$ cat config.mk
export PLATFORM = sky130hd
export DESIGN_NAME = adc_ladder_key_decoder
export DESIGN_NICKNAME = d
export VERILOG_FILES = /design/src/sv/akd_pkg.sv /design/src/sv/adc_ladder_key_decoder.sv /design/src/sv/akd_front.sv /design/src/sv/akd_queue.sv /design/src/sv/akd_back.sv
export SDC_FILE = /design/constraint.sdc
export NUM_CORES = 1
export LEC_CHECK = 0
export BUFFER_PORTS_ARGS = -buffer_cell sky130_fd_sc_hd__buf_2
export CAP_MARGIN = 20
export CORE_MARGIN = 2
export CORE_UTILIZATION = 66
export DETAILED_ROUTE_END_ITERATION = 10
export GPL_TIMING_DRIVEN = 1
export PLACE_DENSITY = 0.87
export SKIP_CTS_REPAIR_TIMING = 1
export SYNTH_ARGS = -nofsm -noshare
export SYNTH_HDL_FRONTEND = slang
export SYNTH_HIERARCHICAL = 1
export SYNTH_SLANG_ARGS = --single-unit
$ cat constraint.sdc
create_clock -name clk -period 15.8 [get_ports clk]
set_input_delay 2.37 -clock clk [delete_from_list [all_inputs] [get_ports clk]]
set_output_delay 2.37 -clock clk [all_outputs]
set_load 0.02 [all_outputs]
$ cat src/sv/akd_pkg.sv
// Shared constants, request types and configuration types of the ADC ladder key decoder.
package akd_pkg;

    localparam int NUM_KEYS     = 6;
    localparam int FIFO_DEPTH   = 16;
    localparam int NUM_CHANNELS = 2;

    localparam int LEVEL_W  = 10;
    localparam int CODE_W   = 8;
    localparam int WIN_W    = 9;
    localparam int SUM_W    = 14;
    localparam int CNT_W    = $clog2(FIFO_DEPTH + 1);
    localparam int CMP_W    = LEVEL_W + 1;
    localparam int LEVELS_W = 60;
    localparam int CODES_W  = 48;

    localparam int ADDR_W = 6;
    localparam int DATA_W = 64;
    localparam int IDX_W  = 3;

    localparam int QUEUE_DEPTH = 2;

    localparam logic [LEVEL_W-1:0] FULL_SCALE   = 10'h3ff;
    localparam logic [WIN_W-1:0]   WINDOW_RESET = 9'd40;

    localparam logic [IDX_W-1:0] REG_KEY_LEVELS  = 3'd0;
    localparam logic [IDX_W-1:0] REG_CODES_FIRST = 3'd1;
    localparam logic [IDX_W-1:0] REG_CODES_SECOND = 3'd2;
    localparam logic [IDX_W-1:0] REG_NO_KEY_CODE = 3'd3;
    localparam logic [IDX_W-1:0] REG_WINDOW      = 3'd4;

    localparam logic EV_PRESS   = 1'b0;
    localparam logic EV_RELEASE = 1'b1;

    typedef struct packed {
        logic               channel;
        logic [LEVEL_W-1:0] sample;
        logic               last_sample;
    } sample_req_t;

    typedef struct packed {
        logic               out_channel;
        logic               event_kind;
        logic [CODE_W-1:0]  event_code;
        logic [LEVEL_W-1:0] average_level;
    } key_event_t;

    // One closed burst, handed from the front end to the back end.
    typedef struct packed {
        logic             channel;
        logic [SUM_W-1:0] sum;
        logic [CNT_W-1:0] count;
    } burst_t;

    typedef struct packed {
        logic [LEVELS_W-1:0] key_levels;
        logic [CODES_W-1:0]  codes_first_channel;
        logic [CODES_W-1:0]  codes_second_channel;
        logic [CODE_W-1:0]   no_key_code;
        logic [WIN_W-1:0]    window_half_width;
    } akd_cfg_t;

endpackage

$ cat src/sv/adc_ladder_key_decoder.sv
// Top level of the ADC ladder key decoder: configuration registers, front end, queue, back end.
// A closing sample gives its key event after it passes the queue, 14 divide steps of one
// quotient bit each and the classify state that loads the output register.
// Throughput: one sample per cycle while the queue has room; a closed burst occupies the
// back-end divider, and a two-entry queue lets the front end keep taking samples meanwhile.
// Reset (rst_n, asynchronous, active low) clears the burst, the queue, the held keys and
// the output; configuration returns to zero with a key window of 40 counts.
module adc_ladder_key_decoder
    import akd_pkg::*;
(
    input  logic              clk,
    input  logic              rst_n,
    input  logic              psel,
    input  logic              penable,
    input  logic              pwrite,
    input  logic [ADDR_W-1:0] paddr,
    input  logic [DATA_W-1:0] pwdata,
    output logic [DATA_W-1:0] prdata,
    output logic              pready,
    input  logic              sample_valid,
    output logic              sample_ready,
    input  sample_req_t       sample_req,
    output logic              event_valid,
    input  logic              event_ready,
    output key_event_t        event_data
);

    // Registers sit at 8-byte spacing because the key level register is 60 bits wide.
    akd_cfg_t          cfg_reg;
    logic              cfg_write;
    logic [IDX_W-1:0]  reg_idx;

    logic   push_valid;
    logic   push_ready;
    burst_t push_data;
    logic   pop_valid;
    logic   pop_ready;
    burst_t pop_data;

    assign pready    = 1'b1;
    assign reg_idx   = paddr[ADDR_W-1:ADDR_W-IDX_W];
    assign cfg_write = psel && penable && pwrite && pready;

    // A write must only be issued while the decoder is idle, so that the back end sees a
    // stable configuration for every burst it handles; the block itself does not enforce this.
    always_ff @(posedge clk or negedge rst_n)
    begin
        if (!rst_n)
        begin
            cfg_reg.key_levels           <= '0;
            cfg_reg.codes_first_channel  <= '0;
            cfg_reg.codes_second_channel <= '0;
            cfg_reg.no_key_code          <= '0;
            cfg_reg.window_half_width    <= WINDOW_RESET;
        end
        else if (cfg_write)
        begin
            case (reg_idx)
                REG_KEY_LEVELS:   cfg_reg.key_levels           <= pwdata[LEVELS_W-1:0];
                REG_CODES_FIRST:  cfg_reg.codes_first_channel  <= pwdata[CODES_W-1:0];
                REG_CODES_SECOND: cfg_reg.codes_second_channel <= pwdata[CODES_W-1:0];
                REG_NO_KEY_CODE:  cfg_reg.no_key_code          <= pwdata[CODE_W-1:0];
                REG_WINDOW:       cfg_reg.window_half_width    <= pwdata[WIN_W-1:0];
                default:          cfg_reg.no_key_code          <= cfg_reg.no_key_code;
            endcase
        end
    end

    // Read-back of the register selected by paddr; unused addresses read zero.
    always_comb
    begin
        case (reg_idx)
            REG_KEY_LEVELS:   prdata = DATA_W'(cfg_reg.key_levels);
            REG_CODES_FIRST:  prdata = DATA_W'(cfg_reg.codes_first_channel);
            REG_CODES_SECOND: prdata = DATA_W'(cfg_reg.codes_second_channel);
            REG_NO_KEY_CODE:  prdata = DATA_W'(cfg_reg.no_key_code);
            REG_WINDOW:       prdata = DATA_W'(cfg_reg.window_half_width);
            default:          prdata = '0;
        endcase
    end

    // The front end sums each burst and hands it over on its last sample.
    akd_front u_front (
        .clk          (clk),
        .rst_n        (rst_n),
        .sample_valid (sample_valid),
        .sample_ready (sample_ready),
        .sample_req   (sample_req),
        .push_valid   (push_valid),
        .push_ready   (push_ready),
        .push_data    (push_data)
    );

    // Closed bursts wait here while the divider works on an earlier one.
    akd_queue u_queue (
        .clk        (clk),
        .rst_n      (rst_n),
        .push_valid (push_valid),
        .push_ready (push_ready),
        .push_data  (push_data),
        .pop_valid  (pop_valid),
        .pop_ready  (pop_ready),
        .pop_data   (pop_data)
    );

    // The back end averages, classifies and emits press and release events.
    akd_back u_back (
        .clk         (clk),
        .rst_n       (rst_n),
        .cfg         (cfg_reg),
        .pop_valid   (pop_valid),
        .pop_ready   (pop_ready),
        .pop_data    (pop_data),
        .event_valid (event_valid),
        .event_ready (event_ready),
        .event_data  (event_data)
    );

endmodule

$ cat src/sv/akd_front.sv
// Front end: accumulates ADC samples of a burst and closes the burst on its last sample.
module akd_front
    import akd_pkg::*;
(
    input  logic        clk,
    input  logic        rst_n,
    input  logic        sample_valid,
    output logic        sample_ready,
    input  sample_req_t sample_req,
    output logic        push_valid,
    input  logic        push_ready,
    output burst_t      push_data
);

    logic [SUM_W-1:0] sum_reg;
    logic [SUM_W-1:0] sum_next;
    logic [CNT_W-1:0] count_reg;
    logic [CNT_W-1:0] count_next;
    logic             burst_full;
    logic             accept;

    assign sample_ready = push_ready;
    assign accept       = sample_valid && sample_ready;
    assign burst_full   = (count_reg == CNT_W'(FIFO_DEPTH));

    // Samples past the FIFO depth are not added.
    always_comb
    begin
        if (burst_full)
        begin
            sum_next   = sum_reg;
            count_next = count_reg;
        end
        else
        begin
            sum_next   = sum_reg + SUM_W'(sample_req.sample);
            count_next = count_reg + CNT_W'(1);
        end
    end

    // A burst closed on a channel that does not exist is dropped here.
    assign push_valid = accept && sample_req.last_sample
                        && (int'(sample_req.channel) < NUM_CHANNELS);
    assign push_data  = '{channel: sample_req.channel, sum: sum_next, count: count_next};

    always_ff @(posedge clk or negedge rst_n)
    begin
        if (!rst_n)
        begin
            sum_reg   <= '0;
            count_reg <= '0;
        end
        else if (accept)
        begin
            if (sample_req.last_sample)
            begin
                sum_reg   <= '0;
                count_reg <= '0;
            end
            else
            begin
                sum_reg   <= sum_next;
                count_reg <= count_next;
            end
        end
    end

endmodule

$ cat src/sv/akd_queue.sv
// Short queue of closed bursts between the front end and the back end.
module akd_queue
    import akd_pkg::*;
(
    input  logic   clk,
    input  logic   rst_n,
    input  logic   push_valid,
    output logic   push_ready,
    input  burst_t push_data,
    output logic   pop_valid,
    input  logic   pop_ready,
    output burst_t pop_data
);

    localparam int PTR_W = (QUEUE_DEPTH > 1) ? $clog2(QUEUE_DEPTH) : 1;
    localparam int FILL_W = $clog2(QUEUE_DEPTH + 1);

    burst_t            entry_reg [QUEUE_DEPTH];
    logic [PTR_W-1:0]  wr_ptr_reg;
    logic [PTR_W-1:0]  rd_ptr_reg;
    logic [FILL_W-1:0] fill_reg;
    logic              do_push;
    logic              do_pop;

    assign push_ready = (fill_reg != FILL_W'(QUEUE_DEPTH));
    assign pop_valid  = (fill_reg != '0);
    assign pop_data   = entry_reg[rd_ptr_reg];
    assign do_push    = push_valid && push_ready;
    assign do_pop     = pop_valid && pop_ready;

    always_ff @(posedge clk)
    begin
        if (do_push)
        begin
            entry_reg[wr_ptr_reg] <= push_data;
        end
    end

    always_ff @(posedge clk or negedge rst_n)
    begin
        if (!rst_n)
        begin
            wr_ptr_reg <= '0;
            rd_ptr_reg <= '0;
            fill_reg   <= '0;
        end
        else
        begin
            if (do_push)
            begin
                wr_ptr_reg <= (wr_ptr_reg == PTR_W'(QUEUE_DEPTH - 1)) ? '0
                                                                       : wr_ptr_reg + PTR_W'(1);
            end
            if (do_pop)
            begin
                rd_ptr_reg <= (rd_ptr_reg == PTR_W'(QUEUE_DEPTH - 1)) ? '0
                                                                       : rd_ptr_reg + PTR_W'(1);
            end
            if (do_push && !do_pop)
            begin
                fill_reg <= fill_reg + FILL_W'(1);
            end
            else if (do_pop && !do_push)
            begin
                fill_reg <= fill_reg - FILL_W'(1);
            end
        end
    end

endmodule

$ cat src/sv/akd_back.sv
// Back end: divides a burst into its average, classifies it and tracks the held key per channel.
module akd_back
    import akd_pkg::*;
(
    input  logic       clk,
    input  logic       rst_n,
    input  akd_cfg_t   cfg,
    input  logic       pop_valid,
    output logic       pop_ready,
    input  burst_t     pop_data,
    output logic       event_valid,
    input  logic       event_ready,
    output key_event_t event_data
);

    localparam int STEP_W = $clog2(SUM_W);

    typedef enum logic [2:0] {
        ST_IDLE = 3'b001,
        ST_DIV  = 3'b010,
        ST_EVAL = 3'b100
    } back_state_t;

    back_state_t       state_reg;
    back_state_t       state_next;
    burst_t            job_reg;
    logic [CNT_W-1:0]  rem_reg;
    logic [SUM_W-1:0]  quo_reg;
    logic [STEP_W-1:0] step_reg;
    logic              held_valid_reg [NUM_CHANNELS];
    logic [CODE_W-1:0] held_code_reg [NUM_CHANNELS];
    logic              out_valid_reg;
    key_event_t        out_reg;

    logic [CNT_W:0]     shifted;
    logic               quo_bit;
    logic [CNT_W-1:0]   rem_next;
    logic [LEVEL_W-1:0] avg;
    logic [CMP_W-1:0]   avg_e;
    logic [CMP_W-1:0]   avg_w;
    logic [CMP_W-1:0]   top;
    logic [CMP_W-1:0]   lvl;
    logic [CODES_W-1:0] code_table;
    logic [CODE_W-1:0]  code;
    logic               is_release;
    logic               is_press;
    logic               cur_valid;
    logic [CODE_W-1:0]  chan_held_code;
    logic               emit_release;
    logic               emit_press;
    logic               out_free;
    logic               finish;
    logic               load_out;

    assign pop_ready   = (state_reg == ST_IDLE);
    assign event_valid = out_valid_reg;
    assign event_data  = out_reg;

    // One quotient bit per cycle: restoring division of the sum by the count.
    always_comb
    begin
        shifted = {rem_reg, quo_reg[SUM_W-1]};
        quo_bit = (shifted >= {1'b0, job_reg.count});
        if (quo_bit)
        begin
            rem_next = CNT_W'(shifted - {1'b0, job_reg.count});
        end
        else
        begin
            rem_next = shifted[CNT_W-1:0];
        end
    end

    // Classification of the finished average; signed window bounds are
    // compared as avg + w >= level to stay unsigned.
    always_comb
    begin
        avg        = quo_reg[LEVEL_W-1:0];
        avg_e      = {1'b0, avg};
        avg_w      = avg_e + CMP_W'(cfg.window_half_width);
        top        = {1'b0, cfg.key_levels[LEVEL_W*(NUM_KEYS-1) +: LEVEL_W]}
                     + CMP_W'(cfg.window_half_width);
        is_release = (avg_e > top) && (avg != FULL_SCALE);
        is_press   = (avg_w >= {1'b0, cfg.key_levels[0 +: LEVEL_W]}) && (avg_e <= top);
        code_table = job_reg.channel ? cfg.codes_second_channel : cfg.codes_first_channel;
        code       = cfg.no_key_code;
        lvl        = '0;
        for (int k = 0; k < NUM_KEYS; k++)
        begin
            lvl = {1'b0, cfg.key_levels[LEVEL_W*k +: LEVEL_W]};
            if ((avg_w >= lvl) && (avg_e <= lvl + CMP_W'(cfg.window_half_width)))
            begin
                code = code_table[CODE_W*k +: CODE_W];
            end
        end
        cur_valid      = held_valid_reg[job_reg.channel];
        chan_held_code = held_code_reg[job_reg.channel];
        emit_release   = is_release && cur_valid;
        emit_press     = is_press && !(cur_valid && (chan_held_code == code));
        out_free       = !out_valid_reg || event_ready;
        finish         = (state_reg == ST_EVAL) && out_free;
        load_out       = finish && (emit_release || emit_press);
    end

    always_comb
    begin
        state_next = state_reg;
        case (state_reg)
            ST_IDLE:
            begin
                if (pop_valid && (pop_data.count != '0))
                begin
                    state_next = ST_DIV;
                end
            end
            ST_DIV:
            begin
                if (step_reg == '0)
                begin
                    state_next = ST_EVAL;
                end
            end
            ST_EVAL:
            begin
                if (out_free)
                begin
                    state_next = ST_IDLE;
                end
            end
            default:
            begin
                state_next = ST_IDLE;
            end
        endcase
    end

    always_ff @(posedge clk or negedge rst_n)
    begin
        if (!rst_n)
        begin
            state_reg     <= ST_IDLE;
            out_valid_reg <= 1'b0;
            for (int c = 0; c < NUM_CHANNELS; c++)
            begin
                held_valid_reg[c] <= 1'b0;
            end
        end
        else
        begin
            state_reg <= state_next;
            if (load_out)
            begin
                out_valid_reg <= 1'b1;
            end
            else if (event_ready)
            begin
                out_valid_reg <= 1'b0;
            end
            if (finish && emit_release)
            begin
                held_valid_reg[job_reg.channel] <= 1'b0;
            end
            else if (finish && emit_press)
            begin
                held_valid_reg[job_reg.channel] <= 1'b1;
            end
        end
    end

    always_ff @(posedge clk)
    begin
        if (pop_valid && pop_ready)
        begin
            job_reg  <= pop_data;
            quo_reg  <= pop_data.sum;
            rem_reg  <= '0;
            step_reg <= STEP_W'(SUM_W - 1);
        end
        else if (state_reg == ST_DIV)
        begin
            quo_reg  <= {quo_reg[SUM_W-2:0], quo_bit};
            rem_reg  <= rem_next;
            step_reg <= step_reg - STEP_W'(1);
        end
        if (finish && emit_press)
        begin
            held_code_reg[job_reg.channel] <= code;
        end
        if (load_out)
        begin
            out_reg.out_channel   <= job_reg.channel;
            out_reg.event_kind    <= emit_release ? EV_RELEASE : EV_PRESS;
            out_reg.event_code    <= emit_release ? chan_held_code : code;
            out_reg.average_level <= avg;
        end
    end

    a_burst_count_range: assert property (@(posedge clk) disable iff (!rst_n)
        (pop_valid && pop_ready) |-> (pop_data.count != '0
                                      && pop_data.count <= CNT_W'(FIFO_DEPTH)))
        else $error("closed burst with an impossible sample count");

    a_press_updates_held: assert property (@(posedge clk) disable iff (!rst_n)
        (load_out && emit_press) |=> (held_valid_reg[job_reg.channel]
                                      && held_code_reg[job_reg.channel] == event_data.event_code
                                      && event_data.event_kind == EV_PRESS))
        else $error("press event does not match the held key");

    a_release_clears_held: assert property (@(posedge clk) disable iff (!rst_n)
        (load_out && emit_release) |=> (!held_valid_reg[job_reg.channel] && event_valid
                                        && event_data.event_kind == EV_RELEASE))
        else $error("release event left the key held");

    a_eval_waits: assert property (@(posedge clk) disable iff (!rst_n)
        (state_reg == ST_EVAL && out_valid_reg && !event_ready) |=> (state_reg == ST_EVAL))
        else $error("result finished while the output register was still occupied");

endmodule

==> flow_summary.yaml, run 1 <==
status:
  outcome: "finished clean"
sta:
  worstMarginPinSlew_ns: 1.23
  hold_viol: 0
  clock_skew_ns: 0.0208
  final_max_slew_viol_count: 0
  finalSetupViolations: 0
  rsz0062_at_grt: "false"
  fmax_mhz: 121
  fin_tns_setup_ns: 0
  maxSlewHeadroom_pct: 17.8
  period_needed_ns: 8.25
  min_period_over_period_pct: 52.2
floorplanning:
  die_h_um: 182
  core_area_sq_um: 31400
  ios: 176
  die_w_um: 182
  rows: 65
  initial_core_util_pct: 66.7
  die_area_sq_um: 33100
yosys:
  async_flop_share_pct: 65.6
  ys_seq_area_share_pct: 38.9
  syn_area_sq_um: 20900
  synth-edff-count: 96
  avgSynthCellArea_sq_um: 10.5
  netlist_instances: 1998
  ys.flop_type: "dfrtp_1"
  synth_cell_types: 93
  yosys_warnings: 6
  ys_ff_latch: 308
critical_path:
  crit_arrival_ns: 8.27
  reg2reg_depth: 21
  r2r_slack_ns: 7.55
  startpoint: "cfg_reg[1]$_DFFE_PN0P_"
  required_ns: 15.81
  cp-start-kind: "flop"
  r2r-end: "u_back/event_data[2]$_DFFE_PP_"
  end_kind: "flop"
  path_max_fanout: 20
  criticalPathCategory: "flop to flop"
  r2r_start: "cfg_reg[1]$_DFFE_PN0P_"
clock_network:
  clk_latency_ns: 0.54
  htreeDepth: 2
  cts_root_buffer: "clkbuf_16"
  numCtsBuffers: 35
  cts_buffer_depth: 3
  clk_pin_slew_ns: 0.06
  cts_tree: "done"
  cts_sinks: 308
worst_hold_path:
  hold_path_class: "flop to flop"
  hold_end: "u_back/rem_reg[4]$_SDFFE_PP0P_"
  hp-start: "u_back/rem_reg[4]$_SDFFE_PP0P_"
  hold_depth: 2
placed_design:
  dp_hpwl_mm: 41.3
  place_congestion: 1.06
  io_buffers: 163
  dpl.cell_count: 2501
power_and_ir_drop:
  p_leak_uw: 0.0106
  ir_worst_vdd_uv: 125
  power.density_nw_per_um2: 201
route:
  viasPerCell: 6.61
  wl_mm: 59.3
  dr.pass1.iters: 5
  antenna_left: 0
  vias: 16968
  drt-initial-drc-count: 1755
  drc: 0
  wire_per_inst_um: 23.1
layout:
  final_common_cell: "ha_1"
  syn2layout_area_growth_pct: 10.6
  drive_gt1_share_pct: 23.3
  final_cell_mix: "ha_1 (202), dfrtp_1 (199), mux2_2 (196)"
  post_layout_nonfiller_instances: 2568
  fillers: 2100
  antenna_cells: 0
  final_nets: 2439
  multi_input_area_sq_um: 11900
  regArea_sq_um: 8140
  largest_reg_flops: 173
global_routing:
  grt_max_degree: 84
  antenna_found_initial: 0
  grt_pass1_wl_mm: 92.2
  grtUsageTotal_pct: 35.7
  grt_pass1_vias: 17068
  overflow: 0
run:
  maxCapViolCount: 0
[cells by family (layout without fill, tap and decap cells)]
family | Yosys count | after routing | synth area share [%]
AO/OA/AOI/OAI | 461 | 461 | 14.3
AND/OR/NAND/NOR | 429 | 429 | 10.3
flip-flops | 308 | 308 | 38.9
multiplexers | 307 | 307 | 16.0
adder cells (fa/ha/maj) | 211 | 211 | 12.9
buffers and inverters | 206 | 371 | 4.45
XOR/XNOR | 74 | 74 | 3.10
other | 2 | 5 | 0.0359
[routing by layer]
| layer | track usage [%] | part of all wire, % | vias up |
|---|---|---|---|
| met5 | 0 | 0 | - |
| met3 | 6.39 | 9.1 | 230 |
| li1 | - | - | 7589 |
| met4 | 17.4 | 5.4 | 0 |
| met1 | 46.9 | 39 | 8231 |
| met2 | 57.7 | 46 | 918 |
[where the power goes]
group          total, uW  switching (uW)  internal (uW)
registers           1330             251           1080
clock network        829             351            478
logic               2490            1510            979
[synth_stat cells (5+ instances only)]
library cell	number	area, sq um
ha_1	202	2530
dfrtp_1	199	4980
mux2_2	196	2210
a21oi_1	160	801
nand2_1	150	563
inv_1	127	477
edfxtp_1	96	2880
mux2i_1	86	861
nor2_1	73	274
o21ai_0	60	300
xnor2_1	50	438
or2_2	42	263
a21o_1	35	263
nand3_1	34	170
a211oi_1	28	210
o21bai_1	27	203
clkbuf_1	26	97.6
mux2_1	25	282
xor2_1	24	210
nand4_1	22	138
buf_2	20	100
nand2b_1	20	125
buf_4	19	143
nor3_1	18	90.1
o21ai_1	18	90.1
o22ai_1	18	113
and2_1	17	106
nor2b_1	15	93.8
a22o_1	14	123
o211ai_1	12	90.1
dfxtp_1	10	200
fa_1	9	180
a211o_1	8	70.1
a31oi_1	8	50.1
o221ai_1	7	61.3
a2111oi_0	6	52.6
buf_1	6	22.5
nor4_1	6	37.5
o21a_1	5	37.5
o31ai_1	5	37.5
[critical path: stages, from the launching register on]
cell and delay [ns]:
dfrtp_1 0.86, inv_1 0.39, fa_1 0.55, nor2b_1 0.19, o31a_1 0.19, o21ai_2 0.09, nand2_1 0.10, a21o_1 0.12
a21oi_1 0.07, xnor2_1 0.69, ha_1 0.37, o21ai_0 0.29, a31oi_1 0.10, nor4_1 0.83, a21o_1 0.60, o22ai_1 0.19
a211oi_1 0.31, a221oi_1 0.20, a2111o_1 0.45, nor4_1 0.26, a21bo_1 0.21, nand2_1 0.66
[stage by stage]
step | cell area, sq um | utilization, % | total power [uW] | hold slack (ns) | worst slack (ns)
4_1_cts | 23100 | 73.6 | 4550 | 0.479 | 7.82
2_1_floorplan | 20900 | - | 3000 | 0.424 | 9.79
3_3_place_gp | 21900 | 69.9 | 3560 | 0.458 | 8.16
3_5_place_dp | 21900 | 69.9 | 3700 | 0.463 | 7.90
6_report | 23200 | 73.8 | 4650 | 0.478 | 7.55
5_1_grt | 23200 | 73.8 | 4910 | 0.500 | 7.28
[layout make-up]
cell class	count	area share, %
flip-flops and latches	308	35.2
clock inverters	22	1.02
inverters	127	2.06
clock buffers	42	4.03
multi-input cells	1487	51.3
repair buffers	180	4.22
well taps	402	2.17
[how the worst max path moves through the flow]
stage | slack (ns) | end | depth (start not counted)
floorplan | 9.79 | prdata[10] | 6
global placement | 8.16 | u_back/event_data[19]$_DFFE_PP_ | 22
detailed placement | 7.90 | u_back/event_data[19]$_DFFE_PP_ | 21
CTS | 7.82 | u_back/event_data[17]$_DFFE_PP_ | 21
global route | 7.28 | u_back/event_data[17]$_DFFE_PP_ | 21
finish | 7.55 | u_back/event_data[2]$_DFFE_PP_ | 21
No activity file was read; power rests on OpenSTA's default activity.
==> inputs of run 2 (changes only) <==
CORE_UTILIZATION = 61   (was 66)
PLACE_DENSITY = 0.81   (was 0.87)
clock period = 8.1 ns   (was 15.8 ns; I/O delays follow)
==> flow_summary.yaml, run 2 (synthesis results as in run 1) <==
layout:
  fillers: 2515
  final_nets: 2452
  stdcell_area_sq_um: 23300
  drive_gt1_share_pct: 23.7
  syn2layout_area_growth_pct: 11.3
  post_layout_nonfiller_instances: 2625
  finish.utilization_pct: 69.1
  final_cell_mix: "ha_1 (202), dfrtp_1 (199), mux2_2 (196)"
  final_common_cell: "ha_1"
  largest_reg_flops: 173
  multi_input_area_sq_um: 11900
  antenna_cells: 0
  regArea_sq_um: 8140
critical_path:
  r2r-end: "u_back/event_data[6]$_DFFE_PP_"
  crit_arrival_ns: 7.72
  reg2reg_depth: 23
  critPathBufInv: 1
  crit_top_cell: "a21oi_1"
  criticalPathCategory: "flop to flop"
  r2r_start: "cfg_reg[1]$_DFFE_PN0P_"
  cpMaxStageDelayCell: "dfrtp_1"
  end_kind: "flop"
  path_delay_family: "compound AO/OA/AOI/OAI gates"
  r2r_slack_ns: 0.66
  slowest_delay_ns: 0.87
  cp-start-kind: "flop"
  path_max_fanout: 13
  required_ns: 8.38
  crit_chain: "ha_1 -> a21o_1 -> a21oi_1 -> o21bai_1 -> a21oi_1 -> o21ai_0 -> a21oi_1 -> o21bai_1 -> a21oi_1 -> xnor2_1 -> ha_1 -> o211ai_1 -> o21ai_0 -> a211oi_1 -> a21oi_2 -> mux2_1 -> a211oi_1 -> a221oi_1 -> a2111o_1 -> nor4_1 -> a21bo_1 -> nand2_1 -> buf_4"
route:
  antenna_left: 0
  wire_per_inst_um: 22.6
  vias: 16768
  drt-initial-drc-count: 1675
  wl_mm: 59.3
  viasPerCell: 6.39
  drc: 0
  dr.pass1.iters: 6
clock_network:
  htreeDepth: 2
  clk_latency_ns: 0.53
  cts_sinks: 308
  cts_buffer_depth: 3
  numCtsBuffers: 35
  cts_root_buffer: "clkbuf_16"
  clk_pin_slew_ns: 0.06
  cts_tree: "done"
global_routing:
  antenna_found_initial: 0
  overflow: 0
  grt_max_degree: 76
  grtUsageTotal_pct: 32.9
  grt_pass1_vias: 16475
  grt_pass1_wl_mm: 91.3
worst_hold_path:
  hold_path_class: "flop to flop"
  hp-start: "u_back/rem_reg[4]$_SDFFE_PP0P_"
  hold_end: "u_back/rem_reg[4]$_SDFFE_PP0P_"
  hold_depth: 2
placed_design:
  place_congestion: 0.980
  dp_hpwl_mm: 42.4
  io_buffers: 163
  dpl_cell_area_sq_um: 22100
  dpl.cell_count: 2563
power_and_ir_drop:
  p_comb_share_pct: 54.8
  ir_worst_vdd_uv: 229
  p_leak_uw: 0.0106
  switching_share_pct: 44.5
  power.density_nw_per_um2: 391
  intPower_uw: 5060
  p_seq_share_pct: 27.3
  switchingPower_uw: 4050
  clockPowerShare_pct: 17.9
floorplanning:
  rows: 67
  die_w_um: 189
  initial_core_util_pct: 62.1
  ios: 176
  die_h_um: 189
  die_area_sq_um: 35800
  core_area_sq_um: 33700
sta:
  period_needed_ns: 7.44
  rsz0062_at_grt: "false"
  finalSetupViolations: 0
  min_period_over_period_pct: 91.9
  maxSlewHeadroom_pct: 24.0
  worstMarginPinSlew_ns: 1.13
  fin_tns_setup_ns: 0
  fmax_mhz: 134
  clock_skew_ns: 0.0108
  hold_viol: 0
  final_max_slew_viol_count: 0
run:
  maxCapViolCount: 0
status:
  outcome: "finished clean"
==> run 2: cell types whose count changed in the layout (fill, tap and decap cells not counted), moves of 2 or more <==
cell	before	now
clkbuf_16	35	38
clkbuf_8	4	1
clkinv_4	0	2
clkinv_1	5	1
buf_4	15	29
clkbuf_1	4	9
clkinvlp_4	3	0
==> run 2: stage by stage <==
stage | setup WS, ns | hold slack [ns] | power (uW)
final | 0.657 | 0.499 | 9110
after global routing | 0.289 | 0.521 | 9680
after CTS | 0.865 | 0.494 | 8990
after detailed placement | 0.890 | 0.484 | 7290
after global placement | 1.03 | 0.454 | 7090
after floorplan | 2.26 | 0.424 | 5840
==> run 2: routing by layer <==
metal,track usage [%],wire length [um],up-vias,share of wire [%]
li1,-,-,7619,-
met1,44.7,24500,8184,41
met2,53.5,27600,796,47
met3,4.52,4690,169,7.9
met4,13.1,2460,0,4.1
met5,0,0,-,0
==> run 2: power by group through the flow <==
stage | clock network [uW] | registers [uW] | logic [uW]
floorplan | 0 | 2360 | 3480
global placement | 0 | 2480 | 4610
detailed placement | 0 | 2500 | 4800
CTS | 1650 | 2480 | 4860
global route | 1710 | 2520 | 5450
finish | 1630 | 2490 | 4990
==> run 2: worst max path at each step <==
| stage | start | endpoint | cells past startpoint |
|---|---|---|---|
| 2_1_floorplan | cfg_reg[1]$_DFFE_PN0P_ | u_back/event_data[0]$_DFFE_PP_ | 22 |
| 3_3_place_gp | cfg_reg[1]$_DFFE_PN0P_ | u_back/event_data[19]$_DFFE_PP_ | 20 |
| 3_5_place_dp | cfg_reg[1]$_DFFE_PN0P_ | u_back/held_code_reg[1][5]$_DFFE_PP_ | 21 |
| 4_1_cts | cfg_reg[1]$_DFFE_PN0P_ | u_back/event_data[3]$_DFFE_PP_ | 22 |
| 5_1_grt | cfg_reg[1]$_DFFE_PN0P_ | u_back/event_data[7]$_DFFE_PP_ | 22 |
| 6_report | cfg_reg[1]$_DFFE_PN0P_ | u_back/event_data[6]$_DFFE_PP_ | 23 |
==> run 2: layout make-up <==
cell class	instances	area share (%)
Clock buffer	47	4.23
Clock inverter	15	0.843
Inverter	127	2.05
Multi-Input combinational cell	1487	51.0
Sequential cell	308	34.9
Tap cell	448	2.41
Timing Repair Buffer	193	4.52
==> run 2: worst register-to-register path, cell delays in order (launching register included) <==
cell and delay, ns:
dfrtp_1 0.87, ha_1 0.37, a21o_1 0.16, a21oi_1 0.23, o21bai_1 0.10, a21oi_1 0.24
o21ai_0 0.12, a21oi_1 0.23, o21bai_1 0.11, a21oi_1 0.22, xnor2_1 0.39, ha_1 0.38
o211ai_1 0.13, o21ai_0 0.15, a211oi_1 0.52, a21oi_2 0.29, mux2_1 0.45, a211oi_1 0.42
a221oi_1 0.22, a2111o_1 0.45, nor4_1 0.27, a21bo_1 0.20, nand2_1 0.34, buf_4 0.34
